### src/rtl/escape_rle_encoder_unit_assert.svh
// assertion macros of the escape run-length encoder back end
`ifndef ESCAPE_RLE_ENCODER_UNIT_ASSERT_SVH
`define ESCAPE_RLE_ENCODER_UNIT_ASSERT_SVH

// condition that must hold at every clock edge out of reset
`define ERLE_ASSERT(lbl, expr) \
  lbl: assert property (@(posedge clk_i) disable iff (!rst_ni) (expr)) \
    else $error("erle assertion failed");

// condition that must hold in the cycle after a trigger
`define ERLE_ASSERT_NEXT(lbl, pre, post) \
  lbl: assert property (@(posedge clk_i) disable iff (!rst_ni) (pre) |=> (post)) \
    else $error("erle assertion failed");

`endif

### src/rtl/erle_pkg.sv
// types, constants and helper functions of the escape run-length encoder
`default_nettype none
package erle_pkg;

  localparam int SYMBOLS = 256;
  localparam int SYM_BITS = 8;
  localparam int FIFO_DEPTH = 4;
  localparam logic [7:0] CHUNK_MAX = 8'd255;
  localparam logic [7:0] LITERAL_LIMIT = 8'd3;

  typedef enum logic [1:0] {
    OP_COUNT    = 2'd0,
    OP_CHOOSE   = 2'd1,
    OP_ENCODE   = 2'd2,
    OP_RESERVED = 2'd3
  } op_e;

  typedef struct packed {
    op_e        op;
    logic [7:0] data;
    logic       last_byte;
  } cmd_t;

  // one output group: a triple or one to three literals, bytes[0] goes first
  typedef struct packed {
    logic [1:0]      len;
    logic [2:0][7:0] bytes;
  } grp_t;

  typedef struct packed {
    logic       cnt;
    logic [7:0] addr;
    logic       scan;
  } hist_req_t;

  typedef struct packed {
    logic       idle;
    logic       done;
    logic [7:0] code;
  } hist_rsp_t;

  function automatic grp_t make_triple(logic [7:0] esc, logic [7:0] count, logic [7:0] run);
    grp_t g;
    g.len = 2'd3;
    g.bytes[0] = esc;
    g.bytes[1] = count;
    g.bytes[2] = run;
    return g;
  endfunction

  function automatic grp_t make_flush(logic [7:0] prev, logic [7:0] res, logic chunk,
                                      logic [7:0] esc);
    grp_t g;
    if (chunk || (res > LITERAL_LIMIT) || (prev == esc)) begin
      g = make_triple(esc, res, prev);
    end else begin
      g.len = res[1:0];
      g.bytes = {3{prev}};
    end
    return g;
  endfunction

endpackage
`default_nettype wire

### src/rtl/erle_front.sv
// input stage: takes stream requests, classifies them and drops reserved operations
`default_nettype none
module erle_front (
  input  wire logic          clk_i,
  input  wire logic          rst_ni,
  input  wire logic          s_axis_tvalid,
  output logic               s_axis_tready,
  input  wire logic [7:0]    s_axis_tdata,  // data_byte[7:0]
  input  wire logic [1:0]    s_axis_tuser,  // operation[1:0]
  input  wire logic          s_axis_tlast,  // final_byte
  input  wire logic          full_i,
  output logic               push_o,
  output erle_pkg::cmd_t     cmd_o
);
  import erle_pkg::*;

  logic vld_q;
  cmd_t cmd_q;
  op_e  op_in;

  assign op_in = op_e'(s_axis_tuser);
  assign push_o = vld_q && !full_i;
  assign s_axis_tready = !vld_q || !full_i;
  assign cmd_o = cmd_q;

  always_ff @(posedge clk_i or negedge rst_ni) begin
    if (!rst_ni) begin
      vld_q <= 1'b0;
    end else if (s_axis_tvalid && s_axis_tready) begin
      vld_q <= (op_in != OP_RESERVED);
    end else if (push_o) begin
      vld_q <= 1'b0;
    end
  end

  always_ff @(posedge clk_i) begin
    if (s_axis_tvalid && s_axis_tready) begin
      cmd_q.op <= op_in;
      cmd_q.data <= s_axis_tdata;
      cmd_q.last_byte <= s_axis_tlast;
    end
  end

endmodule
`default_nettype wire

### config.mk
export PLATFORM = sky130hd
export DESIGN_NAME = erle_front
export DESIGN_NICKNAME = d
export VERILOG_FILES = /design/src/rtl/escape_rle_encoder_unit_assert.svh /design/src/rtl/erle_pkg.sv /design/src/rtl/erle_front.sv
export SDC_FILE = /design/constraint.sdc
export NUM_CORES = 1
export LEC_CHECK = 0
export BUFFER_PORTS_ARGS = -buffer_cell sky130_fd_sc_hd__buf_4
export CAP_MARGIN = 20
export CORE_AREA = 2 2 39 41
export CTS_CLUSTER_SIZE = 20
export DETAILED_ROUTE_END_ITERATION = 10
export DIE_AREA = 0 0 41 43
export PLACE_DENSITY = 0.57
export RECOVER_POWER = 50
export REMOVE_ABC_BUFFERS = 1
export SLEW_MARGIN = 20
export SYNTH_ARGS = -nofsm -noshare
export SYNTH_HDL_FRONTEND = slang
export SYNTH_SLANG_ARGS = --single-unit
### constraint.sdc
create_clock -name clk_i -period 1.5 [get_ports clk_i]
set_input_delay 0.15 -clock clk_i [delete_from_list [all_inputs] [get_ports clk_i]]
set_output_delay 0.15 -clock clk_i [all_outputs]
set_load 0.005 [all_outputs]
=== After elaboration in Yosys (flattened, before gate mapping) ===
Index checks and enable logic that the tools add are counted.

* Register bits after elaboration: 12
* Output and inout bits: 13

* Equality and inequality tests: 1
* Reduce and logical (&&, ||, !) cells: 6
* Muxes and demuxes: 2

{| class="wikitable"
|+ Operators with widths
! operator !! count
|-
| 1-bit logical AND || 2
|-
| 1-bit zero test || 2
|-
| 1-bit 2-to-1 mux || 2
|-
| 2-bit != test, second input constant || 1
|-
| 2-bit nonzero test || 1
|-
| 1-bit logical OR || 1
|}

=== Depth between registers and ports, before layout ===
* Depth after elaboration: 4
* Mapped depth: 2

=== Worst setup path before layout ===
No wires, ideal clock.

* Path type: register to register
* From: register vld_q
* To: register cmd_q, in the netlist cmd_o[0] (enable)
* Data arrival time: 0.791 ns
* Required time: 1.151 ns
* Path slack: 0.360 ns
* Cell stages (with the launch flop): 3
* Cell sequence: dfrtp_1 nand2_1 and2_1

* Word-level cells in the longest chain between the ends: 3

{| class="wikitable"
|+ Ends and longest elaborated chain
! element !! RTL line !! source
|-
| start, declared || erle_front.sv:17 || <nowiki>logic vld_q;</nowiki>
|-
| start signal, assigned || erle_front.sv:30 || <nowiki>vld_q <= (op_in != OP_RESERVED);</nowiki>
|-
| 1-bit zero test || erle_front.sv:23 || <nowiki>assign s_axis_tready = !vld_q || !full_i;</nowiki>
|-
| 1-bit logical OR || erle_front.sv:23 ||
|-
| via s_axis_tready || erle_front.sv:7 || <nowiki>output logic s_axis_tready,</nowiki>
|-
| 1-bit logical AND || erle_front.sv:37 || <nowiki>if (s_axis_tvalid && s_axis_tready) begin</nowiki>
|-
| end, declared || erle_front.sv:18 || <nowiki>cmd_t cmd_q;</nowiki>
|}

The timed path passes the listed nets, and every way through them passes these cells.
A chain may end at the register's enable or synchronous reset.

=== Final worst setup path ===
* From: register vld_q
* To: register cmd_q, in the netlist cmd_o[2] (enable)

* Word-level cells in the longest chain between the ends: 3

{| class="wikitable"
|+ Ends and longest elaborated chain
! element !! RTL line
|-
| 1-bit zero test || erle_front.sv:23
|-
| 1-bit logical OR || erle_front.sv:23
|-
| 1-bit logical AND || erle_front.sv:37
|}

No other way between the ends.

==> results_dict.tcl <==
set metrics [dict create \
    post_cts_buffers 0 \
    setup_ws_ns 0.261 \
    grt_overflow 0 \
    peakVddDrop_v 0.000515 \
    drv_slew 0 \
    grtUsageMet3 0.0314 \
    hp-class "in2reg" \
    drt-vias-per-instance 4.06 \
    cts_hold_buf 1 \
    coreArea_sq_um 1380 \
    cts_buffers 3 \
    ys_types 6 \
    die_area_sq_um 1760 \
    crit_fanout 11 \
    synth_compound_area_frac 0.0258 \
    grt_pass1_wl_mm 1.05 \
    synthAdderAreaFrac 0 \
    rows 14 \
    drive_gt1_frac 0.653 \
    syn_inst 17 \
    place_ws_ns 0.246 \
    drtPass1Iterations 2 \
    die_h_um 43 \
    fin_crit_sh 0.826 \
    p_leak_nw 0.281 \
    power.total_mw 0.717 \
    fmax_ghz 0.807 \
    hold_viol 0 \
    dp_hpwl_um 599 \
    h-tree-depth 1 \
    io_pins 28 \
    antenna_found_initial 0 \
    place_area_sq_um 611 \
    ys_warn_count 0 \
    cts_resized 0 \
    yosysSeqAreaShare 0.916 \
    status "finished clean" \
    num_vias 264 \
    ctsRootBufferMaster "clkbuf_4" \
    arrival_ns 1.15 \
    tightest_slew_ns 0.462 \
    initial_core_util 0.280 \
    drcViolationCount 0 \
    start_kind "flip-flop" \
    die_x_um 41 \
    gp_congestion 0.630 \
    cts.sinks 12 \
    p_per_area_nw_per_um2 1100 \
    rsz0062_at_grt "no" \
    drtIter0Drc 1 \
    yosys.area_share.simple 0.0581 \
    clk_pin_slew_ns 0.07 \
    wirelength_um 730 \
    ant_nets 0 \
    cp.required_ns 1.41 \
    synth_mux_area_frac 0 \
    endpoint_kind "flip-flop" \
    cpPeakStageDelay_ns 0.42 \
    gr-usage-met1 0.0966 \
    grt_max_degree 12 \
    clock_skew_ns 0.00324 \
    met2_usage 0.153 \
    grt.busiest_layer "met2" \
    syn_to_final_growth_pct 68.4 \
    worstPathCellList "nand2_1 -> and2_1" \
    synthXorXnorAreaFrac 0 \
    synth_top_family_by_area "simple AND/OR/NAND/NOR gates" \
    grt_pass1_vias 269 \
    critPathSlowestCell "and2_1" \
    max_cap_violations 0 \
    finalSetupViolCount 0 \
    cts_tree "yes" \
    netlist_area_sq_um 388 \
    relSlewSlack 0.692 \
    fillerInstances 133 \
    wire_per_inst_um 11.2 \
    numPortBuffers 27 \
    worst-setup-path-type "reg2reg" \
    clk_latency_ns 0.26 \
    ys_ff_latch 12 \
    track_usage 0.0944 \
    insertedDiodeCount 0 \
    layout.nets 65 \
    tns_ns 0 \
    fin_area_sq_um 653 \
    syn_area_per_cell_sq_um 22.8 \
    cts.path.max_buffers 2 \
    period_minus_slack_ns 1.24 \
]
[synthesized netlist by cell type]
library cell  number  area (sq um)
edfxtp_1          11           330
dfrtp_1            1          25.0
a22o_2             1          10.0
nand2_1            2          7.51
and2_1             1          6.26
and2b_2            1          8.76
[sequential cells by signal, summed over array words and instances, names as in the netlist]
name   count
cmd_o     11
vld_q      1
[kinds of logic after synthesis]
family / after synthesis
AO/OA/AOI/OAI: 1
flip-flops: 12
AND/OR/NAND/NOR: 4
[per-stage QoR]
step | cells | util | hold slack [ns]
finish | 65 | 0.472 | 0.0804
global route | 65 | 0.472 | 0.0663
CTS | 65 | 0.475 | 0.0497
detailed placement | 60 | 0.441 | -0.0720
global placement | 60 | 0.441 | -0.0745
floorplan | 17 | - | -0.146
[layout by cell type, fill, tap and decap left out]
cell type      instances
clkbuf_4              19
edfxtp_1              11
buf_4                 10
nand2_1                2
and2b_2                1
and2_1                 1
a22o_2                 1
clkbuf_8               1
dlygate4sd3_1          1
clkbuf_1               1
dfrtp_1                1
[layer usage]
layer  up-vias  wire length [um]
li1        128                 -
met1       113               266
met2        23               345
met3         0               117
met4         0                 0
met5         -                 0
[cell type report]
class                   instances  area [sq um]  share of cell area
multi-input cells               5          32.5              0.0498
clock buffers                   4          36.3              0.0556
repair buffers                 28           209               0.320
flip-flops and latches         12           355               0.544
well taps                      16          20.0              0.0307
[final timing paths]
check	startpoint	to	slack (ns)	cells after the start
setup / recovery	vld_q$_DFFE_PN0P_	cmd_o[2]$_DFFE_PP_	0.26	2
hold / removal	s_axis_tdata[7]	cmd_o[8]$_DFFE_PP_	0.08	1
setup reg to reg	vld_q$_DFFE_PN0P_	cmd_o[2]$_DFFE_PP_	0.26	2
hold reg to reg	vld_q$_DFFE_PN0P_	vld_q$_DFFE_PN0P_	0.54	1
max in group asynchronous	rst_ni	vld_q$_DFFE_PN0P_	1.20	2
min in group asynchronous	rst_ni	vld_q$_DFFE_PN0P_	0.22	2
[worst max-delay path, delay by kind of cell, from the launching register on]
kind | cells | cell delay [ns]
flops | 1 | 0.39
simple gates | 2 | 0.50
[power by group]
| part | total, mW | switching [mW] | internal, mW |
|---|---|---|---|
| clock | 0.244 | 0.0964 | 0.147 |
| sequential | 0.396 | 0.00594 | 0.390 |
| combinational | 0.0774 | 0.0271 | 0.0503 |
(Power assumes the default switching activity.)
