<file path="config.mk">
export PLATFORM = sky130hd
export DESIGN_NAME = erle_back
export DESIGN_NICKNAME = d
export VERILOG_FILES = /design/src/rtl/erle_pkg.sv /design/src/rtl/erle_back.sv
export VERILOG_INCLUDE_DIRS = /design/src /design/src/rtl
export SDC_FILE = /design/constraint.sdc
export NUM_CORES = 1
export LEC_CHECK = 0
export ABC_AREA = 1
export BUFFER_PORTS_ARGS = -buffer_cell sky130_fd_sc_hd__buf_2
export CAP_MARGIN = 20
export CELL_PAD_IN_SITES_DETAIL_PLACEMENT = 1
export CELL_PAD_IN_SITES_GLOBAL_PLACEMENT = 1
export CORE_ASPECT_RATIO = 0.9
export CORE_UTILIZATION = 49
export DETAILED_ROUTE_END_ITERATION = 10
export PLACE_DENSITY_LB_ADDON = 0.1
export RECOVER_POWER = 50
export SLEW_MARGIN = 20
export SYNTH_ARGS = -nofsm -noshare
export SYNTH_HDL_FRONTEND = slang
export SYNTH_SLANG_ARGS = --single-unit
</file>
<file path="constraint.sdc">
create_clock -name clk_i -period 3.6 [get_ports clk_i]
set_input_delay 0.36 -clock clk_i [delete_from_list [all_inputs] [get_ports clk_i]]
set_output_delay 0.36 -clock clk_i [all_outputs]
set_load 0.02 [all_outputs]
</file>
<file path="src/rtl/escape_rle_encoder_unit_assert.svh">
// assertion macros of the escape run-length encoder back end
`ifndef ESCAPE_RLE_ENCODER_UNIT_ASSERT_SVH
`define ESCAPE_RLE_ENCODER_UNIT_ASSERT_SVH

// condition that must hold at every clock edge out of reset
`define ERLE_ASSERT(lbl, expr) \
  lbl: assert property (@(posedge clk_i) disable iff (!rst_ni) (expr)) \
    else $error("erle assertion failed");

// condition that must hold in the cycle after a trigger
`define ERLE_ASSERT_NEXT(lbl, pre, post) \
  lbl: assert property (@(posedge clk_i) disable iff (!rst_ni) (pre) |=> (post)) \
    else $error("erle assertion failed");

`endif

</file>
<file path="src/rtl/erle_pkg.sv">
// types, constants and helper functions of the escape run-length encoder
`default_nettype none
package erle_pkg;

  localparam int SYMBOLS = 256;
  localparam int SYM_BITS = 8;
  localparam int FIFO_DEPTH = 4;
  localparam logic [7:0] CHUNK_MAX = 8'd255;
  localparam logic [7:0] LITERAL_LIMIT = 8'd3;

  typedef enum logic [1:0] {
    OP_COUNT    = 2'd0,
    OP_CHOOSE   = 2'd1,
    OP_ENCODE   = 2'd2,
    OP_RESERVED = 2'd3
  } op_e;

  typedef struct packed {
    op_e        op;
    logic [7:0] data;
    logic       last_byte;
  } cmd_t;

  // one output group: a triple or one to three literals, bytes[0] goes first
  typedef struct packed {
    logic [1:0]      len;
    logic [2:0][7:0] bytes;
  } grp_t;

  typedef struct packed {
    logic       cnt;
    logic [7:0] addr;
    logic       scan;
  } hist_req_t;

  typedef struct packed {
    logic       idle;
    logic       done;
    logic [7:0] code;
  } hist_rsp_t;

  function automatic grp_t make_triple(logic [7:0] esc, logic [7:0] count, logic [7:0] run);
    grp_t g;
    g.len = 2'd3;
    g.bytes[0] = esc;
    g.bytes[1] = count;
    g.bytes[2] = run;
    return g;
  endfunction

  function automatic grp_t make_flush(logic [7:0] prev, logic [7:0] res, logic chunk,
                                      logic [7:0] esc);
    grp_t g;
    if (chunk || (res > LITERAL_LIMIT) || (prev == esc)) begin
      g = make_triple(esc, res, prev);
    end else begin
      g.len = res[1:0];
      g.bytes = {3{prev}};
    end
    return g;
  endfunction

endpackage
`default_nettype wire

</file>
<file path="src/rtl/erle_back.sv">
// back end: run tracking, escape choice sequencing and byte emission
`default_nettype none
`include "escape_rle_encoder_unit_assert.svh"
module erle_back (
  input  wire logic           clk_i,
  input  wire logic           rst_ni,
  input  wire logic           cmd_valid_i,
  input  erle_pkg::cmd_t      cmd_i,
  output logic                cmd_pop_o,
  output erle_pkg::hist_req_t hist_req_o,
  input  erle_pkg::hist_rsp_t hist_rsp_i,
  output logic                m_axis_tvalid,
  input  wire logic           m_axis_tready,
  output logic [7:0]          m_axis_tdata,  // out_byte[7:0]
  output logic                m_axis_tuser,  // stream_end
  output logic                m_axis_tlast   // last_of_item
);
  import erle_pkg::*;

  localparam logic [1:0] ST_IDLE = 2'd0;
  localparam logic [1:0] ST_SCAN = 2'd1;
  localparam logic [1:0] ST_EMIT = 2'd2;

  logic [1:0] st_q;
  logic       seen_q;
  logic [7:0] esc_q;
  logic       have_prev_q;
  logic [7:0] prev_q;
  logic [7:0] res_q;
  logic       chunk_q;

  grp_t       g0_q;
  grp_t       g1_q;
  logic       g1_vld_q;
  logic       gsel_q;
  logic [1:0] idx_q;
  logic       fin_q;

  logic       out_vld_q;
  logic [7:0] out_data_q;
  logic       out_last_q;
  logic       out_user_q;

  logic       same;
  logic [7:0] res_inc;
  logic       chunk_now;
  logic [7:0] prev_n;
  logic [7:0] res_n;
  logic       chunk_n;
  grp_t       grp_a;
  grp_t       grp_b;
  logic       grp_a_vld;
  grp_t       esc_grp;

  grp_t       cur;
  logic       out_free;
  logic       emit;
  logic       last_grp;
  logic       last_item;

  assign cmd_pop_o = (st_q == ST_IDLE) && cmd_valid_i &&
                     ((cmd_i.op != OP_CHOOSE) || hist_rsp_i.idle);
  assign hist_req_o.cnt = cmd_pop_o && (cmd_i.op == OP_COUNT);
  assign hist_req_o.addr = cmd_i.data;
  assign hist_req_o.scan = cmd_pop_o && (cmd_i.op == OP_CHOOSE);

  always_comb begin
    same = have_prev_q && (cmd_i.data == prev_q);
    res_inc = res_q + 8'd1;
    chunk_now = same && (res_inc == CHUNK_MAX);
    if (same) begin
      grp_a_vld = chunk_now;
      grp_a = make_triple(esc_q, CHUNK_MAX, prev_q);
      prev_n = prev_q;
      res_n = chunk_now ? 8'd0 : res_inc;
      chunk_n = chunk_q || chunk_now;
    end else begin
      grp_a_vld = have_prev_q;
      grp_a = make_flush(prev_q, res_q, chunk_q, esc_q);
      prev_n = cmd_i.data;
      res_n = 8'd1;
      chunk_n = 1'b0;
    end
    // flush of the run as it stands after this byte
    grp_b = make_flush(prev_n, res_n, chunk_n, esc_q);
    esc_grp.len = 2'd1;
    esc_grp.bytes = {3{hist_rsp_i.code}};
  end

  assign cur = gsel_q ? g1_q : g0_q;
  assign out_free = !out_vld_q || m_axis_tready;
  assign emit = (st_q == ST_EMIT) && out_free;
  assign last_grp = (idx_q == (cur.len - 2'd1));
  assign last_item = last_grp && (gsel_q || !g1_vld_q);

  assign m_axis_tvalid = out_vld_q;
  assign m_axis_tdata = out_data_q;
  assign m_axis_tuser = out_user_q;
  assign m_axis_tlast = out_last_q;

  always_ff @(posedge clk_i or negedge rst_ni) begin
    if (!rst_ni) begin
      st_q <= ST_IDLE;
      seen_q <= 1'b0;
      esc_q <= 8'd0;
      have_prev_q <= 1'b0;
      prev_q <= 8'd0;
      res_q <= 8'd0;
      chunk_q <= 1'b0;
      g1_vld_q <= 1'b0;
      gsel_q <= 1'b0;
      idx_q <= 2'd0;
      fin_q <= 1'b0;
      out_vld_q <= 1'b0;
    end else begin
      if (emit) begin
        out_vld_q <= 1'b1;
      end else if (m_axis_tready) begin
        out_vld_q <= 1'b0;
      end
      case (st_q)
        ST_IDLE: begin
          if (cmd_pop_o) begin
            case (cmd_i.op)
              OP_COUNT: begin
                seen_q <= 1'b1;
              end
              OP_CHOOSE: begin
                have_prev_q <= 1'b0;
                prev_q <= 8'd0;
                res_q <= 8'd0;
                chunk_q <= 1'b0;
                st_q <= ST_SCAN;
              end
              OP_ENCODE: begin
                if (cmd_i.last_byte) begin
                  have_prev_q <= 1'b0;
                  prev_q <= 8'd0;
                  res_q <= 8'd0;
                  chunk_q <= 1'b0;
                end else begin
                  have_prev_q <= 1'b1;
                  prev_q <= prev_n;
                  res_q <= res_n;
                  chunk_q <= chunk_n;
                end
                g1_vld_q <= grp_a_vld && cmd_i.last_byte;
                fin_q <= cmd_i.last_byte;
                gsel_q <= 1'b0;
                idx_q <= 2'd0;
                if (grp_a_vld || cmd_i.last_byte) begin
                  st_q <= ST_EMIT;
                end
              end
              default: begin
              end
            endcase
          end
        end
        ST_SCAN: begin
          if (hist_rsp_i.done) begin
            esc_q <= hist_rsp_i.code;
            seen_q <= 1'b0;
            g1_vld_q <= 1'b0;
            fin_q <= 1'b0;
            gsel_q <= 1'b0;
            idx_q <= 2'd0;
            st_q <= seen_q ? ST_EMIT : ST_IDLE;
          end
        end
        ST_EMIT: begin
          if (emit) begin
            if (last_item) begin
              st_q <= ST_IDLE;
            end else if (last_grp) begin
              gsel_q <= 1'b1;
              idx_q <= 2'd0;
            end else begin
              idx_q <= idx_q + 2'd1;
            end
          end
        end
        default: begin
          st_q <= ST_IDLE;
        end
      endcase
    end
  end

  always_ff @(posedge clk_i) begin
    if ((st_q == ST_IDLE) && cmd_pop_o && (cmd_i.op == OP_ENCODE)) begin
      g0_q <= grp_a_vld ? grp_a : grp_b;
      g1_q <= grp_b;
    end else if ((st_q == ST_SCAN) && hist_rsp_i.done) begin
      g0_q <= esc_grp;
    end
    if (emit) begin
      out_data_q <= cur.bytes[idx_q];
      out_last_q <= last_item;
      out_user_q <= last_item && fin_q;
    end
  end

  `ERLE_ASSERT(a_end_is_last, !out_vld_q || !out_user_q || out_last_q)
  `ERLE_ASSERT(a_scan_when_idle, !hist_req_o.scan || hist_rsp_i.idle)
  `ERLE_ASSERT(a_idx_in_group, (st_q != ST_EMIT) || (idx_q < cur.len))
  `ERLE_ASSERT_NEXT(a_scan_leaves, (st_q == ST_SCAN) && hist_rsp_i.done, st_q != ST_SCAN)

endmodule
`default_nettype wire

</file>
## Yosys cells after proc, flatten, opt, wreduce, memory -nomap -nowiden

Cells that the tools add are included.

- Flip-flop bits (word level): 97
- Input port bits: 25
- Output and inout port bits: 22
- Logic and storage cells: 142

- $add $sub $neg: 3
- $lt $le $gt $ge: 3
- Eq/ne operators: 20
- Muxes and demuxes: 55
- Reductions and logical operators: 38

Operator list:

| operator | count |
|---|---|
| $mux W26 | 7 |
| $mux W8 | 6 |
| $pmux W8 S2 | 2 |
| $eq A8 B8 Y1 | 3 |
| $mux W2 | 12 |
| $mux W1 | 18 |
| $bmux W8 S2 | 1 |
| $gt A8 B2 Y1 const B | 2 |
| $logic_and A1 B1 Y1 | 13 |
| $ne A2 B2 Y1 const B | 6 |
| $pmux W2 S3 | 2 |
| $reduce_and A6 Y1 | 2 |
| $pmux W1 S2 | 5 |
| $logic_or A1 B1 Y1 | 9 |
| $add A8 B1 Y8 const B | 1 |
| $eq A8 B8 Y1 const B | 1 |
| $reduce_and A4 Y1 | 2 |
| $reduce_bool A2 Y1 | 4 |
| $reduce_and A7 Y1 | 1 |
| $ne A2 B1 Y1 const B | 3 |
| $eq A2 B1 Y1 const B | 2 |
| $eq A2 B2 Y1 const B | 2 |
| $logic_not A2 Y1 | 2 |
| $pmux W2 S2 | 1 |
| 11 further kinds | 12 |

## Logic depth before layout (Yosys ltp)

- Depth in word-level cells: 11
- Mapped depth: 17

## Worst setup path after synthesis

OpenSTA, ideal clock, no wires.

- Path kind: in2reg
- Start point: input port cmd_i[9] (netlist name)
- End point: register g0_q[16] (netlist name), data pin
- Arrival: 2.372 ns
- Setup slack: 1.079 ns
- Stages: 9
- Path through: inv_1 > ha_1 > inv_1 > nor2_1 > inv_1 > nor2_2 > clkbuf_1 > o21ai_0 > o21ai_1

- Cells in the longest elaborated chain, start to end: 6
- Elaborated cells on any way between the ends: 7

Ends and longest elaborated chain:

| item | RTL line | RTL |
|---|---|---|
| start, declared | erle_back.sv:8 | `input erle_pkg::cmd_t cmd_i,` |
| $ne A2 B1 Y1 | erle_back.sv:62 | `((cmd_i.op != OP_CHOOSE) \|\| hist_rsp_i.idle);` |
| $logic_or A1 B1 Y1 | erle_back.sv:62 |  |
| $logic_and A1 B1 Y1 | erle_back.sv:61 | `assign cmd_pop_o = (st_q == ST_IDLE) && cmd_valid_i &&` |
| $logic_and A1 B1 Y1 | erle_back.sv:191 | `if ((st_q == ST_IDLE) && cmd_pop_o && (cmd_i.op == OP_ENCODE)) begin` |
| $logic_and A1 B1 Y1 * | erle_back.sv:191 |  |
| $mux W26 * | erle_back.sv:191 |  |
| end signal, assigned | erle_back.sv:192 | `g0_q <= grp_a_vld ? grp_a : grp_b;` |
| end signal, assigned | erle_back.sv:195 | `g0_q <= esc_grp;` |
| end, declared | erle_back.sv:32 | `grp_t g0_q;` |

Mark *: on every way between the ends. The rest lies on a longest branch, timed or not.
A chain may end at the register's enable or synchronous reset.

## Final worst setup path

- Start point: register gsel_q
- End point: register idx_q[1]

- Elaborated cells on any way between the ends: 11

RTL lines:

| item | RTL line | RTL |
|---|---|---|
| start, declared | erle_back.sv:35 | `logic gsel_q;` |
| start signal, assigned | erle_back.sv:111 | `gsel_q <= 1'b0;` |
| start signal, assigned | erle_back.sv:149 | `gsel_q <= 1'b0;` |
| start signal, assigned | erle_back.sv:166 | `gsel_q <= 1'b0;` |
| $mux W26 | erle_back.sv:90 | `assign cur = gsel_q ? g1_q : g0_q;` |
| $sub A2 B1 Y2 | erle_back.sv:93 | `assign last_grp = (idx_q == (cur.len - 2'd1));` |
| $eq A2 B2 Y1 | erle_back.sv:93 |  |
| $logic_and A1 B1 Y1 * | erle_back.sv:94 | `assign last_item = last_grp && (gsel_q \|\| !g1_vld_q);` |
| via last_item | erle_back.sv:59 | `logic last_item;` |
| $ne A2 B2 Y1 (no line) * | n/a |  |
| $reduce_and A6 Y1 (no line) * | n/a |  |
| end signal, assigned | erle_back.sv:179 | `idx_q <= idx_q + 2'd1;` |
| end, declared | erle_back.sv:36 | `logic [1:0] idx_q;` |

Mark *: on every way through the listed nets, which the timed path passes. The rest lies on a longest branch. The select of a mux whose other input is x is not followed.

==> flow_summary_export.csv <==
group,metric,value,unit
run_status,run_status,"finished with violations",
run_status,failing_checks,"capacitance limit, slew limit",
logic_synthesis,synth_cell_type_count,42,
sta,final.min_clock_period,3.20,ns
critical_path,worstPathRequired,3.84,ns
cts,h-tree-depth,3,
cts,insertion_delay,0.36,ns
cts,clock_sink_count,97,
cts,buffer_depth_of_the_longest_clock_path,2,
floorplanning,num_rows,36,
floorplanning,fp.dieArea,11600,µm²
sta,totalNegativeSetupSlack,0,ns
sta,slew_violations,36,
placement,dpl_cell_area,5770,µm²
global_route,grt_first_pass_wirelength,25.8,mm
global_route,antenna_found_initial,0,
logic_synthesis,synthXorXnorAreaFrac,0.0159,
floorplanning,floorplan.initialDensity,0.506,
cts,ctsHoldBuffers,0,
global_route,grt_use_met2,0.464,
detailed_routing,drt_drc_violations_left,0,
cts,cts_resized,0,
logic_synthesis,netlist_top_cells_count,"sky130_fd_sc_hd__nand2_1, sky130_fd_sc_hd__nor2_1, sky130_fd_sc_hd__inv_1",
critical_path,crit_arrival,3.44,ns
logic_synthesis,synth-main-ff-cell,"sky130_fd_sc_hd__edfxtp_1",
worst_hold_path,timing.hold.worst.class,"input pin to flop",
finish,diodes,0,
finish,area_growth_syn_to_layout,10.3,%
floorplanning,core_area,10900,µm²
sta,rsz0062_at_grt,"false",
finish,postLayoutCellArea,6060,µm²
detailed_routing,via_per_inst,5.58,
job,max-cap-violations,1,
logic_synthesis,synth.ff_latch_count,97,
cts,post-cts-setup-buffers,0,
detailed_routing,wire_per_inst,19.0,µm
logic_synthesis,yosys_warnings,0,
critical_path,worst_setup_path_start_kind,"flop",
sta,maximum_clock_skew_at_final_layout,0.00936,ns
finish,post_route_cells_drive_above_1_share,0.100,
logic_synthesis,fraction_of_synthesized_area_in_multiplexers,0.00410,
power_and_ir_drop,power.leakage,0.00265,µW
placement,final_weighted_congestion_of_routability_driven_global_placement,0.924,
global_route,groute.layer.met1.usage,0.426,
logic_synthesis,yosys-top-cells-area,"sky130_fd_sc_hd__edfxtp_1, sky130_fd_sc_hd__dfrtp_1, sky130_fd_sc_hd__nand2_1",
critical_path,regToRegSetupSlack,0.40,ns
detailed_routing,detailedRoute.firstIterationViolations,356,
logic_synthesis,yosysMostFrequentCell,"sky130_fd_sc_hd__nand2_1",
logic_synthesis,postSynth.asyncResetShare,0.361,
critical_path,crit_path_max_fanout,28,
logic_synthesis,mappedNetlistNets,696,
logic_synthesis,yosys.area.top_type_share,0.339,
sta,final_min_period_over_clock_period,0.888,
cts,clk_root_buffer_cell,"sky130_fd_sc_hd__clkbuf_16",
logic_synthesis,synthDominantAreaCellType,"sky130_fd_sc_hd__edfxtp_1",
cts,cts.clk_slew.worst_paths,0.07,ns
cts,number_of_buffers_added_by_the_clock_tree_synthesis_step,9,
logic_synthesis,netlist_area,5500,µm²
floorplanning,dieHeight,102,µm
sta,timing.slew.headroom,-0.404,
placement,detailed_place_hpwl,12.2,mm
finish,final_nets,723,
global_route,grt_util_met3,0.0711,
detailed_routing,vias,4747,
critical_path,rr_startpoint,"gsel_q",
sta,final-hold-violation-count,0,
critical_path,critical_path.reg2reg.endpoint,"idx_q[1]",
detailed_routing,dr.pass1.iters,4,
logic_synthesis,synth_simple_gate_area_share,0.252,
power_and_ir_drop,ir_worst_vdd,0.428,mV
global_route,grt_util_overall,0.300,
logic_synthesis,post_synth_inst_count,666,
floorplanning,ioPinCount,47,
critical_path,setup.worst_path.end,"idx_q[1]",
critical_path,reg2regPathDepth,10,
cts,tritoncts_clock_tree,"yes",
logic_synthesis,synthAdderAreaFrac,0.0114,
sta,timing_worst_slew_pin_value,2.11,ns
global_route,maximum_number_of_pins_on_one_net_before_global_route_repair,44,
global_route,top_usage_layer,"met2",
floorplanning,die_w,114,µm
global_route,grt_overflow,0,
power_and_ir_drop,total_power,4010,µW
logic_synthesis,synth_top_family_by_area,"simple AND/OR/NAND/NOR gates",
placement,port-buffer-count,46,
detailed_routing,final_antenna_violating_net_count,0,
detailed_routing,postRouteWirelength,16.2,mm
logic_synthesis,synth_edf_count,62,
logic_synthesis,synth_compound_area_frac,0.133,
sta,report.final.setup_viol,0,
logic_synthesis,synth_seq_area_share,0.498,
global_route,grt_pass1_vias,4741,
logic_synthesis,syn_avg_cell_area,8.25,µm²
critical_path,startpoint,"gsel_q",
sta,max_clock_freq,313,MHz
finish,final_core_util,0.558,
power_and_ir_drop,cellPowerDensity,661,nW/µm²
critical_path,cp-end-kind,"flop",
critical_path,crit_type,"flop to flop",
[critical path, stage by stage, from the launching register on]
cell	delay [ns]
sky130_fd_sc_hd__dfrtp_1	0.86
sky130_fd_sc_hd__inv_2	0.42
sky130_fd_sc_hd__o21ai_0	0.46
sky130_fd_sc_hd__nor2_1	0.08
sky130_fd_sc_hd__o21ai_1	0.21
sky130_fd_sc_hd__a21oi_1	0.09
sky130_fd_sc_hd__inv_2	0.12
sky130_fd_sc_hd__nand2_1	0.05
sky130_fd_sc_hd__a21oi_1	0.37
sky130_fd_sc_hd__o21ai_1	0.21
sky130_fd_sc_hd__a21boi_0	0.17
[per-layer routing]
metal  wire (µm)  up-vias
li1            -     2271
met1        7470     2330
met2        7330      128
met3        1140       18
met4         231        0
met5           0        -
[where the power goes]
part	total, µW	internal (µW)	switching (µW)
combinational	1220	372	844
clock	1100	639	456
sequential	1700	1450	243
total	4010	2460	1540
[logic make-up (layout without fill, tap and decap cells)]
family | count (synthesis) | in the layout
flip-flops | 97 | 97
XOR/XNOR | 10 | 10
AO/OA/AOI/OAI | 126 | 126
buffers and inverters | 113 | 145
AND/OR/NAND/NOR | 313 | 313
adder cells (fa/ha/maj) | 5 | 5
multiplexers | 2 | 2
[cell type report]
cell class	count	area [µm²]
Clock buffer	10	239
Inverter	81	304
Fill cell	1316	4790
Sequential cell	97	2740
Clock inverter	6	97.6
Multi-Input combinational cell	456	2290
Timing Repair Buffer	48	206
Tap cell	152	190
[stage by stage]
| stage | std cells | hold WS [ns] | worst slack [ns] |
|---|---|---|---|
| floorplan | 666 | 0.0644 | 1.08 |
| finish | 850 | 0.274 | 0.402 |
| global placement | 834 | 0.478 | 0.430 |
| detailed placement | 834 | 0.480 | 0.296 |
| CTS | 850 | 0.124 | 0.250 |
| global route | 850 | 0.273 | 0.0546 |
[sequential cells by signal, indices dropped and copies added (netlist names)]
name / count
g0_q: 26
g1_q: 26
esc_q: 8
m_axis_tdata: 8
prev_q: 8
res_q: 8
idx_q: 2
st_q: 2
chunk_q: 1
fin_q: 1
g1_vld_q: 1
gsel_q: 1
have_prev_q: 1
m_axis_tlast: 1
m_axis_tuser: 1
m_axis_tvalid: 1
seen_q: 1
[how the worst min path moves through the flow]
stage | slack (ns) | to | from | cells past startpoint
final | 0.27 | esc_q[4] | hist_rsp_i[4] | 2
after global routing | 0.27 | esc_q[4] | hist_rsp_i[4] | 2
after CTS | 0.12 | gsel_q | rst_ni | 1
after detailed placement | 0.48 | seen_q | seen_q | 1
after global placement | 0.48 | seen_q | seen_q | 1
after floorplan | 0.06 | chunk_q | rst_ni | 0
[placed cells by master, fill, tap and decap left out, types with 15 or more instances in the layout]
cell and n:
sky130_fd_sc_hd__nand2_2 15, sky130_fd_sc_hd__edfxtp_1 62, sky130_fd_sc_hd__clkbuf_1 29, sky130_fd_sc_hd__nor2_1 87, sky130_fd_sc_hd__inv_1 71, sky130_fd_sc_hd__buf_2 17, sky130_fd_sc_hd__nand3_1 44, sky130_fd_sc_hd__dfrtp_1 35
sky130_fd_sc_hd__o22ai_1 17, sky130_fd_sc_hd__o21ai_0 43, sky130_fd_sc_hd__nand2_1 142, sky130_fd_sc_hd__a21oi_1 29
Power figures use the tool's default switching activity.
