## src/rtl/escape_rle_encoder_unit_assert.svh

```systemverilog
// assertion macros of the escape run-length encoder back end
`ifndef ESCAPE_RLE_ENCODER_UNIT_ASSERT_SVH
`define ESCAPE_RLE_ENCODER_UNIT_ASSERT_SVH

// condition that must hold at every clock edge out of reset
`define ERLE_ASSERT(lbl, expr) \
  lbl: assert property (@(posedge clk_i) disable iff (!rst_ni) (expr)) \
    else $error("erle assertion failed");

// condition that must hold in the cycle after a trigger
`define ERLE_ASSERT_NEXT(lbl, pre, post) \
  lbl: assert property (@(posedge clk_i) disable iff (!rst_ni) (pre) |=> (post)) \
    else $error("erle assertion failed");

`endif

```

## src/rtl/erle_pkg.sv

```systemverilog
// types, constants and helper functions of the escape run-length encoder
`default_nettype none
package erle_pkg;

  localparam int SYMBOLS = 256;
  localparam int SYM_BITS = 8;
  localparam int FIFO_DEPTH = 4;
  localparam logic [7:0] CHUNK_MAX = 8'd255;
  localparam logic [7:0] LITERAL_LIMIT = 8'd3;

  typedef enum logic [1:0] {
    OP_COUNT    = 2'd0,
    OP_CHOOSE   = 2'd1,
    OP_ENCODE   = 2'd2,
    OP_RESERVED = 2'd3
  } op_e;

  typedef struct packed {
    op_e        op;
    logic [7:0] data;
    logic       last_byte;
  } cmd_t;

  // one output group: a triple or one to three literals, bytes[0] goes first
  typedef struct packed {
    logic [1:0]      len;
    logic [2:0][7:0] bytes;
  } grp_t;

  typedef struct packed {
    logic       cnt;
    logic [7:0] addr;
    logic       scan;
  } hist_req_t;

  typedef struct packed {
    logic       idle;
    logic       done;
    logic [7:0] code;
  } hist_rsp_t;

  function automatic grp_t make_triple(logic [7:0] esc, logic [7:0] count, logic [7:0] run);
    grp_t g;
    g.len = 2'd3;
    g.bytes[0] = esc;
    g.bytes[1] = count;
    g.bytes[2] = run;
    return g;
  endfunction

  function automatic grp_t make_flush(logic [7:0] prev, logic [7:0] res, logic chunk,
                                      logic [7:0] esc);
    grp_t g;
    if (chunk || (res > LITERAL_LIMIT) || (prev == esc)) begin
      g = make_triple(esc, res, prev);
    end else begin
      g.len = res[1:0];
      g.bytes = {3{prev}};
    end
    return g;
  endfunction

endpackage
`default_nettype wire

```

## src/rtl/erle_fifo.sv

```systemverilog
// short command queue between the front and the back end
`default_nettype none
module erle_fifo (
  input  wire logic          clk_i,
  input  wire logic          rst_ni,
  input  wire logic          push_i,
  input  erle_pkg::cmd_t     cmd_i,
  output logic               full_o,
  output logic               valid_o,
  output erle_pkg::cmd_t     cmd_o,
  input  wire logic          pop_i
);
  import erle_pkg::*;

  localparam int PTR_BITS = $clog2(FIFO_DEPTH);

  cmd_t                entries_q [FIFO_DEPTH];
  logic [PTR_BITS-1:0] wr_ptr_q;
  logic [PTR_BITS-1:0] rd_ptr_q;
  logic [PTR_BITS:0]   cnt_q;

  assign full_o = (cnt_q == (PTR_BITS + 1)'(FIFO_DEPTH));
  assign valid_o = (cnt_q != '0);
  assign cmd_o = entries_q[rd_ptr_q];

  always_ff @(posedge clk_i or negedge rst_ni) begin
    if (!rst_ni) begin
      wr_ptr_q <= '0;
      rd_ptr_q <= '0;
      cnt_q <= '0;
    end else begin
      if (push_i) begin
        wr_ptr_q <= wr_ptr_q + 1'b1;
      end
      if (pop_i) begin
        rd_ptr_q <= rd_ptr_q + 1'b1;
      end
      if (push_i && !pop_i) begin
        cnt_q <= cnt_q + 1'b1;
      end else if (pop_i && !push_i) begin
        cnt_q <= cnt_q - 1'b1;
      end
    end
  end

  always_ff @(posedge clk_i) begin
    if (push_i) begin
      entries_q[wr_ptr_q] <= cmd_i;
    end
  end

endmodule
`default_nettype wire

```

## config.mk

```make
export PLATFORM = sky130hd
export DESIGN_NAME = erle_fifo
export DESIGN_NICKNAME = d
export VERILOG_FILES = /design/src/rtl/escape_rle_encoder_unit_assert.svh /design/src/rtl/erle_pkg.sv /design/src/rtl/erle_fifo.sv
export SDC_FILE = /design/constraint.sdc
export NUM_CORES = 1
export LEC_CHECK = 0
export ABC_AREA = 1
export BUFFER_PORTS_ARGS = -buffer_cell sky130_fd_sc_hd__buf_4
export CORE_UTILIZATION = 40
export DETAILED_ROUTE_END_ITERATION = 7
export REMOVE_ABC_BUFFERS = 1
export SYNTH_ARGS = -nofsm -noshare
export SYNTH_HDL_FRONTEND = slang
export SYNTH_SLANG_ARGS = --single-unit
```

## constraint.sdc

```tcl
create_clock -name clk_i -period 1.7 [get_ports clk_i]
set_input_delay 0.17 -clock clk_i [delete_from_list [all_inputs] [get_ports clk_i]]
set_output_delay 0.17 -clock clk_i [all_outputs]
set_load 0.05 [all_outputs]
```

Yosys cells after proc, flatten, opt, wreduce, memory -nomap -nowiden
Memory sizes are Yosys's and may differ from the RTL's.
Index checks and enable logic that the tools add are counted.

storage, ports and cells
  register bits = 7
  latch bits = 0
  bits in writable memories = 44
  ROM bits = 0
  input port bits = 15
  output and inout bits = 13
  word-level logic and storage cells = 19
  memories = 1

operators by class
  add/subtract/negate cells = 4
  multipliers = 0
  div/mod/pow operators = 0
  order comparisons = 0
  equality and inequality tests = 1
  shift-type cells = 0
  mux-type cells = 4
  bitwise operators = 0
  reductions and logical operators = 6

memories
  memory     depth  width  read ports  clocked after Yosys merged registers in  wr ports  RTL line         RTL
  entries_q  4      11     1           0                                        1         erle_fifo.sv:17  cmd_t entries_q [FIFO_DEPTH];

operators with widths
  cell                 count
  $mux 3               2
  $add 2x1->2 const B  2
  $add 3x1->3 const B  1
  $eq 3x3->1 const B   1
  $reduce_bool 3->1    1
  $sub 3x1->3 const B  1
  $logic_and 1x1->1    2
  $logic_not 1->1      2
  $mux 1               2
  $reduce_bool 2->1    1

Logic depth before layout (Yosys ltp)
Gate-level depths: netlist of run 1.

  word-level depth = 4
  mapped depth = 9
  mapped depth without buffers = 9

Least setup slack after synthesis of run 1
OpenSTA, ideal clock, no wires.

  path kind = reg2out
  start = reg cnt_q[0]
  end = out full_o
  data arrival time = 1.522 ns
  data required time = 1.530 ns
  slack = 0.008 ns
  stages on the path, launching flop included = 2
  buffers on the path = 0
  cell sequence = dfrtp_1 > nor3_1

between the ends
  cells in the longest elaborated chain, start to end = 1

RTL lines
  what                      RTL line         RTL
  start: declaration        erle_fifo.sv:20  logic [PTR_BITS:0] cnt_q;
  start signal: assignment  erle_fifo.sv:39  cnt_q <= cnt_q + 1'b1;
  start signal: assignment  erle_fifo.sv:41  cnt_q <= cnt_q - 1'b1;
  $eq 3x3->1                erle_fifo.sv:22  assign full_o = (cnt_q == (PTR_BITS + 1)'(FIFO_DEPTH));
  end: declaration          erle_fifo.sv:8   output logic full_o,

Every way passes these cells.

==> results.txt, run 1 <==
status -> finished clean
Initial DRC Count -> 54
post-synthesis mux area share -> 0%
Cells after DPL -> 271
Pwr Density -> 1880 nW/um2
Hold Path Sink -> rd_ptr_q[0]$_DFFE_PN0P_
Initial Util -> 42.1%
pin count of the biggest net entering global routing -> 45
Worst Hold Path Cells -> 2
reg2reg start -> wr_ptr_q[1]$_DFFE_PN0P_
clk slew on worst S/H paths -> 0.09 ns
Row Count -> 26
DR vias/cell -> 4.67
H-tree depth -> 2
crit path DAT -> 1.44 ns
cell area after synthesis -> 2180 um2
Syn Area/Cell -> 12.3 um2
sequential power share -> 37.0%
clk sinks -> 51
FF-to-FF setup slack -> 0.30 ns
worst vdd ir -> 891 uV
core area -> 5170 um2
Final Cycle Share -> 94.8%
final hold vios -> 0
max-cap violations -> 0
adder-cell share of the synthesized area -> 3.79%
layout cell share with drive strength beyond 1 -> 20.3%
maximum fanout along the worst path -> 22
total track usage -> 13.8%
Synth Instances -> 177
fillers -> 462
final cell count without fillers -> 282
worst-skew pair later-pin latency -> 0.30 ns
RSZ-0062 raised after global routing -> false
# setup viols final -> 0
commonest non-fill, non-tap cells in the layout -> nand2_1 (47), edfxtp_1 (44), inv_1 (33), buf_4 (30), o211ai_1 (22)
die area -> 5750 um2
antenna diode count -> 0
first-pass GRT wire length -> 5.59 mm
CP Capture Type -> output pin
DP HPWL -> 2.25 mm
clock skew -> 0.0118 ns
Area Growth Syn to Fin -> 19.1%
clock share of power -> 14.2%
Total Nets Final -> 232
Critical Path RT -> 1.53 ns
IO buf count -> 27
startpoint class of the critical path -> flip-flop
final WL -> 3.55 mm
Leak -> 1.12 nW
# IOs -> 28
antenna violations before repair -> 0
largest family of logic cells by synthesized area -> buffers and inverters
r2r worst-path depth -> 4
most common cell after layout, fill and taps aside -> nand2_1
flops & latches, synth -> 51
DRC errors left -> 0
Tightest Pin Transition -> 0.444 ns
DR vias -> 1317
final hold slack -> 0.0550 ns
Pint -> 2.79 mW
Synth Area in XOR/XNOR -> 1.61%
DIE WIDTH -> 75.8 um
Seq/Total Area, Yosys -> 68.7%
root buffer cell -> clkbuf_8
Hold WC Path Type -> in2reg
CTS tree -> done
Layout Utilization -> 50.2%
CTS Buffer Depth -> 2
fmax -> 621 MHz
switching power -> 2.10 mW
GR Overflow Total -> 0
vias in the first global route -> 1194
Max-slew headroom -> 70.4%
WL/cell -> 12.6 um
post-layout minimum cycle time -> 1.61 ns
Pre-Repair DR Iteration Count -> 4
post-route ant nets -> 0
Synth cell types -> 17
Slew Viols, Final -> 0
worst hold start -> pop_i
Net Sw Frac -> 43.0%
GPL Wtd Cong -> 0.705
chip height -> 75.8 um
worst reg2reg endpoint -> entries_q[1][5]$_DFFE_PP_
Comb power frac -> 48.8%
Ys Warns -> 0
worst setup path class -> reg2out
CTS Buf Count -> 5
Post-Synth Simple-Gate Area -> 9.01%
post-synthesis compound-gate area fraction -> 7.81%
## final cells by class
class,count,area (um2),share of cell area [%]
clock inverter,1,5.00,0.193
tap,70,87.6,3.38
sequential,51,1500,57.7
timing repair buffer,35,303,11.7
multi-input combinational,84,484,18.7
clock buffer,7,86.3,3.33
inverter,34,131,5.06
## repair_timing
| action | CTS | global route |
|---|---|---|
| buffers inserted | 0 | 1 |
| resized for setup | 0 | 4 |
| setup endpoints to repair | 0 | 11 |
| endpoints found under the hold margin | 7 | 0 |
| hold buffers | 1 | 0 |
## logic make-up after synthesis
group           count (synthesis)
buf+inv                        42
simple gates                   51
flops                          51
compound gates                 23
fa+ha+maj                       6
xor+xnor                        4
## worst max-delay path: stages, from the launching register on
cell,delay [ns]
dfrtp_2,0.47
clkbuf_16,0.20
o211ai_1,0.20
nand2_1,0.08
buf_4,0.19
## stage by stage
step | total power [mW] | TNS (ns) | worst slack (ns) | area (um2)
after floorplan | 3.37 | -0.245 | -0.0227 | 2110
after global placement | 4.09 | 0 | 0.327 | 2450
after global routing | 5.22 | 0 | 0.00349 | 2590
after CTS | 4.81 | 0 | 0.0586 | 2550
after detailed placement | 4.11 | 0 | 0.287 | 2450
final | 4.89 | 0 | 0.0889 | 2590
## sequential cells by signal, summed over array words and instances (netlist names)
register and flops:
rd_ptr_q 2, cnt_q 3, entries_q 44, wr_ptr_q 2
## power groups by stage
stage | Sequential [mW] | Clock [mW] | Combinational (mW)
2_1_floorplan | 1.91 | 0 | 1.46
6_report | 1.81 | 0.695 | 2.38
3_5_place_dp | 1.82 | 0 | 2.30
4_1_cts | 1.79 | 0.715 | 2.30
5_1_grt | 1.84 | 0.764 | 2.61
3_3_place_gp | 1.81 | 0 | 2.28
## how the worst max path moves through the flow
stage                            startpoint  cells after the start  slack [ns]                        end
detailed placement  wr_ptr_q[0]$_DFFE_PN0P_                      4        0.29  entries_q[0][7]$_DFFE_PP_
global route        rd_ptr_q[0]$_DFFE_PN0P_                      4       0.003                   cmd_o[4]
finish              rd_ptr_q[0]$_DFFE_PN0P_                      4        0.09                   cmd_o[9]
floorplan           rd_ptr_q[0]$_DFFE_PN0P_                      2       -0.02                   cmd_o[0]
CTS                 rd_ptr_q[1]$_DFFE_PN0P_                      4        0.06                   cmd_o[0]
global placement    wr_ptr_q[0]$_DFFE_PN0P_                      4        0.33  entries_q[0][7]$_DFFE_PP_
## Yosys cell counts (all sizes together)
cell    count  area share [%]
nand2      47             8.1
edfxtp     44              61
inv        34             5.9
o211ai     22             7.6
buf         7             3.0
dfrtp       7             8.0
ha          5             2.9
xor2        3             1.2
clkbuf      1            0.23
fa          1            0.92
nand3       1            0.23
nand4       1            0.29
nor2        1            0.17
nor3        1            0.23
o21ai       1            0.23
xnor2       1            0.40
## routing by layer
layer / track usage, % / vias up / part of all wire [%]
met1: 17.8 / 631 / 46
met5: 0 / - / 0
met4: 5.56 / 0 / 1.1
met3: 4.10 / 5 / 4.4
met2: 21.8 / 27 / 48
li1: - / 654 / -
Power figures use the tool's default switching activity.
==> run 2: changes to the inputs <==
- PLACE_DENSITY_LB_ADDON: not set -> 0.1
==> run 2 against run 1 <==
Effect of this change:
- via count down 2.3%
- clock power shrank 6.9%
- sequential power about the same
- hold slack improved by 0.0071 ns
- critical path type unchanged
- critical endpoint is now cmd_o[8]
- largest cell class unchanged
==> results.txt, run 2 (same netlist as run 1, synthesis figures left out) <==
worst-skew pair later-pin latency -> 0.29 ns
worst vdd ir -> 723 uV
status -> finished clean
Total Nets Final -> 231
Final Cycle Share -> 93.3%
antenna violations before repair -> 0
startpoint class of the critical path -> flip-flop
CTS tree -> done
layout cell share with drive strength beyond 1 -> 18.5%
commonest non-fill, non-tap cells in the layout -> nand2_1 (47), edfxtp_1 (44), inv_1 (33), buf_4 (32), o211ai_1 (22)
most common cell after layout, fill and taps aside -> nand2_1
r2r worst-path depth -> 4
worst hold start -> pop_i
Area Growth Syn to Fin -> 17.0%
GPL Wtd Cong -> 0.755
worst reg2reg endpoint -> entries_q[0][2]$_DFFE_PP_
DR vias -> 1287
maximum fanout along the worst path -> 12
largest registers -> entries_q: 44 flops, cnt_q: 3 flops
root buffer cell -> clkbuf_8
Power Total -> 4.75 mW
Worst Hold Path Cells -> 2
GR Overflow Total -> 0
fillers -> 465
pin count of the biggest net entering global routing -> 47
fmax -> 630 MHz
Slew Viols, Final -> 0
first-pass GRT wire length -> 5.73 mm
H-tree depth -> 2
CTS Buffer Depth -> 2
core area -> 5170 um2
Tightest Pin Transition -> 0.444 ns
delay-heaviest family, CP -> buffers and inverters
die area -> 5750 um2
vias in the first global route -> 1211
DR vias/cell -> 4.58
crit path DAT -> 1.42 ns
CP cell instances -> clkinvlp_4, o211ai_1, nand2_1, buf_4
max FFs per register -> 44
worst path bufs/invs -> 2
Leak -> 1.10 nW
total track usage -> 14.0%
Pwr Density -> 1860 nW/um2
IO buf count -> 27
clk sinks -> 51
Worst path max stage delay -> 0.40 ns
clk slew on worst S/H paths -> 0.08 ns
WL/cell -> 12.7 um
CTS Buf Count -> 5
Initial DRC Count -> 46
FF-to-FF setup slack -> 0.27 ns
reg2reg start -> wr_ptr_q[0]$_DFFE_PN0P_
antenna diode count -> 0
Critical Path RT -> 1.53 ns
# setup viols final -> 0
DP HPWL -> 2.41 mm
post-layout minimum cycle time -> 1.59 ns
slowest CP cell -> dfrtp_1
Max-slew headroom -> 70.4%
final WL -> 3.57 mm
Hold WC Path Type -> in2reg
Row Count -> 26
Pre-Repair DR Iteration Count -> 4
post-route ant nets -> 0
max-cap violations -> 0
largest reg by FF count -> entries_q
DRC errors left -> 0
Hold Path Sink -> rd_ptr_q[0]$_DFFE_PN0P_
final hold vios -> 0
clock skew -> 0.00548 ns
chip height -> 75.8 um
DIE WIDTH -> 75.8 um
worst setup path class -> reg2out
Initial Util -> 42.1%
# IOs -> 28
CP Capture Type -> output pin
Layout Utilization -> 49.3%
[run 2: cell type report]
cell class	instances	area [um2]	area share, %
flip-flops and latches	51	1500	58.7
well taps	70	87.6	3.43
clock buffers	8	80.1	3.14
repair buffers	34	270	10.6
multi-input cells	84	484	19.0
inverters	34	131	5.15
[run 2: worst max path at each step]
| stage | startpoint | to | slack, ns | depth (start not counted) |
|---|---|---|---|---|
| after floorplan | rd_ptr_q[0]$_DFFE_PN0P_ | cmd_o[0] | -0.02 | 2 |
| after global placement | wr_ptr_q[0]$_DFFE_PN0P_ | entries_q[0][5]$_DFFE_PP_ | 0.35 | 4 |
| after detailed placement | wr_ptr_q[0]$_DFFE_PN0P_ | entries_q[0][5]$_DFFE_PP_ | 0.27 | 4 |
| after CTS | rd_ptr_q[1]$_DFFE_PN0P_ | cmd_o[8] | 0.01 | 4 |
| after global routing | rd_ptr_q[1]$_DFFE_PN0P_ | cmd_o[6] | -0.003 | 4 |
| final | rd_ptr_q[1]$_DFFE_PN0P_ | cmd_o[8] | 0.11 | 4 |
[run 2: through the flow]
step            TNS, ns  cells  area [um2]  worst slack, ns  hold WS [ns]
4_1_cts               0    280        2540           0.0141        0.0500
5_1_grt        -0.00333    281        2550         -0.00332        0.0642
6_report              0    281        2550            0.113        0.0620
3_3_place_gp          0    271        2450            0.347       -0.0125
2_1_floorplan    -0.245    169        2110          -0.0227        -0.126
3_5_place_dp          0    271        2450            0.268       -0.0107
[run 2: power by group]
| group | leakage [nW] | internal [mW] | switching, mW |
|---|---|---|---|
| clock network | 0.0395 | 0.293 | 0.354 |
| registers | 0.487 | 1.66 | 0.128 |
| logic | 0.569 | 0.721 | 1.59 |
[run 2: timing repair]
action | CTS | global route
endpoints found under the hold margin | 7 | 0
hold buffers | 1 | 0
setup endpoints to repair | 0 | 11
buffers inserted | 0 | 1
gates resized for setup | 0 | 1
[run 2: worst reg2reg max path: stages, from the launching register on]
cell and delay (ns):
dfrtp_1 0.43, inv_1 0.10, ha_1 0.16, nand2_1 0.05
inv_1 0.33
[run 2: per-layer routing]
metal	GRT usage (%)	wire length [um]	share of wire, %
met4	6.38	53	1.5
met1	16.5	1610	45
met2	24.7	1820	51
met5	0	0	0
met3	2.78	98	2.7
==> run 3: changes to the inputs <==
- CORE_UTILIZATION: 40 -> 52
==> run 3 against run 2 <==
Effect of this change:
- global-route usage rose by 4.5 points
- critical path type unchanged
- first-iteration DRC count rose by 43%
- highest routed layer unchanged
- utilization increased by 14 points
- routed wire length rose by 1.6%
==> results.txt, run 3 (same netlist as run 1, synthesis figures left out) <==
clock share of power -> 13.7%
core area -> 4000 um2
Setup crit start -> rd_ptr_q[1]$_DFFE_PN0P_
post-route ant nets -> 0
Total Nets Final -> 230
layout cell share with drive strength beyond 1 -> 19.1%
worst setup path class -> reg2out
post-layout minimum cycle time -> 1.57 ns
Leak -> 1.10 nW
commonest non-fill, non-tap cells in the layout -> nand2_1 (47), edfxtp_1 (44), inv_1 (33), buf_4 (31), o211ai_1 (22)
worst-skew pair later-pin latency -> 0.29 ns
CTS tree -> done
worst hold start -> pop_i
crit path DAT -> 1.40 ns
Slew Viols, Final -> 0
first-pass GRT wire length -> 5.78 mm
largest reg by FF count -> entries_q
slowest CP cell -> dfrtp_1
Hold WC Path Type -> in2reg
CP cell instances -> clkinvlp_4, o211ai_1, nand2_1, buf_4
Pint -> 2.66 mW
delay-heaviest family, CP -> buffers and inverters
Critical Path RT -> 1.53 ns
CTS Buffer Depth -> 2
Area Growth Syn to Fin -> 15.6%
final hold vios -> 0
Initial Util -> 54.5%
Placed Area -> 2420 um2
Tightest Pin Transition -> 0.449 ns
WL/cell -> 14.0 um
vias in the first global route -> 1285
chip height -> 66.7 um
CP Capture Type -> output pin
Net Sw Frac -> 44.0%
sequential power share -> 37.8%
# IOs -> 28
antenna diode count -> 0
Post-CTS Setup Inserts -> 0
DR vias/cell -> 4.95
Max-slew headroom -> 70.0%
# setup viols final -> 0
die area -> 4450 um2
H-tree depth -> 2
Layout Utilization -> 63.0%
final WL -> 3.63 mm
finished layout cell area -> 2520 um2
Comb power frac -> 48.5%
RSZ-0062 raised after global routing -> false
Cells after DPL -> 251
Row Count -> 23
Pre-Repair DR Iteration Count -> 4
clk slew on worst S/H paths -> 0.09 ns
switching power -> 2.09 mW
DR vias -> 1283
pre-CTS setup slack -> 0.269 ns
max-cap violations -> 0
Final Cycle Share -> 92.3%
status -> finished clean
DIE WIDTH -> 66.7 um
CTS Buf Count -> 5
worst path bufs/invs -> 2
GPL Wtd Cong -> 0.728
largest registers -> entries_q: 44 flops, cnt_q: 3 flops
antenna violations before repair -> 0
total track usage -> 18.5%
final cell count without fillers -> 259
reg2reg start -> wr_ptr_q[0]$_DFFE_PN0P_
Worst path max stage delay -> 0.40 ns
Initial DRC Count -> 66
FF-to-FF setup slack -> 0.26 ns
GR Overflow Total -> 0
most common cell after layout, fill and taps aside -> nand2_1
max FFs per register -> 44
pin count of the biggest net entering global routing -> 47
Power Total -> 4.74 mW
startpoint class of the critical path -> flip-flop
IO buf count -> 27
clock skew -> 0.00360 ns
root buffer cell -> clkbuf_8
fmax -> 637 MHz
maximum fanout along the worst path -> 12
DP HPWL -> 2.46 mm
worst vdd ir -> 1000 uV
final worst setup slack -> 0.130 ns
DRC errors left -> 0
Pwr Density -> 1880 nW/um2
clk sinks -> 51
==> run 3: cell count changes in the layout (fill, tap and decap cells not counted) <==
cell,previous run,this run
clkinv_2,0,1
clkinv_4,0,1
buf_4,32,31
clkbuf_1,3,0
==> run 3: power by group through the flow <==
stage	Combinational, mW	Sequential, mW	Clock (mW)
after global routing	2.50	1.82	0.708
final	2.30	1.79	0.650
after global placement	2.25	1.80	0
after CTS	2.32	1.79	0.674
after floorplan	1.46	1.91	0
after detailed placement	2.32	1.82	0
==> run 3: through the flow <==
| stage | hold slack [ns] | TNS [ns] |
|---|---|---|
| after CTS | 0.0495 | 0 |
| after global placement | -0.0145 | 0 |
| after global routing | 0.0569 | 0 |
| final | 0.0628 | 0 |
| after floorplan | -0.126 | -0.245 |
| after detailed placement | -0.0120 | 0 |
==> run 3: worst paths after layout <==
kind	endpoint	depth (start not counted)
setup / recovery	cmd_o[2]	4
hold / removal	rd_ptr_q[0]$_DFFE_PN0P_	2
setup reg to reg	entries_q[0][0]$_DFFE_PP_	4
hold reg to reg	cnt_q[2]$_DFFE_PN0P_	2
max in group asynchronous	wr_ptr_q[1]$_DFFE_PN0P_	2
min in group asynchronous	rd_ptr_q[0]$_DFFE_PN0P_	2
==> run 3: what timing repair did <==
item / 4_1_cts / 5_1_grt
resized for setup: 0 / 1
hold buffers: 1 / 0
hold endpoints to repair: 7 / 0
setup endpoints to repair: 0 / 1
==> run 3: area by class of cell <==
cell class | count | area (um2)
clock buffers | 5 | 68.8
clock inverters | 2 | 13.8
fillers | 304 | 1480
inverters | 34 | 131
multi-input cells | 84 | 484
flip-flops and latches | 51 | 1500
well taps | 50 | 62.6
repair buffers | 33 | 263
==> run 3: layer usage <==
layer	wire (um)	track usage [%]	up-vias
met5	0	0	-
met4	51	7.98	0
met3	114	3.77	7
met2	1780	31.9	25
met1	1680	22.3	600
li1	-	-	651
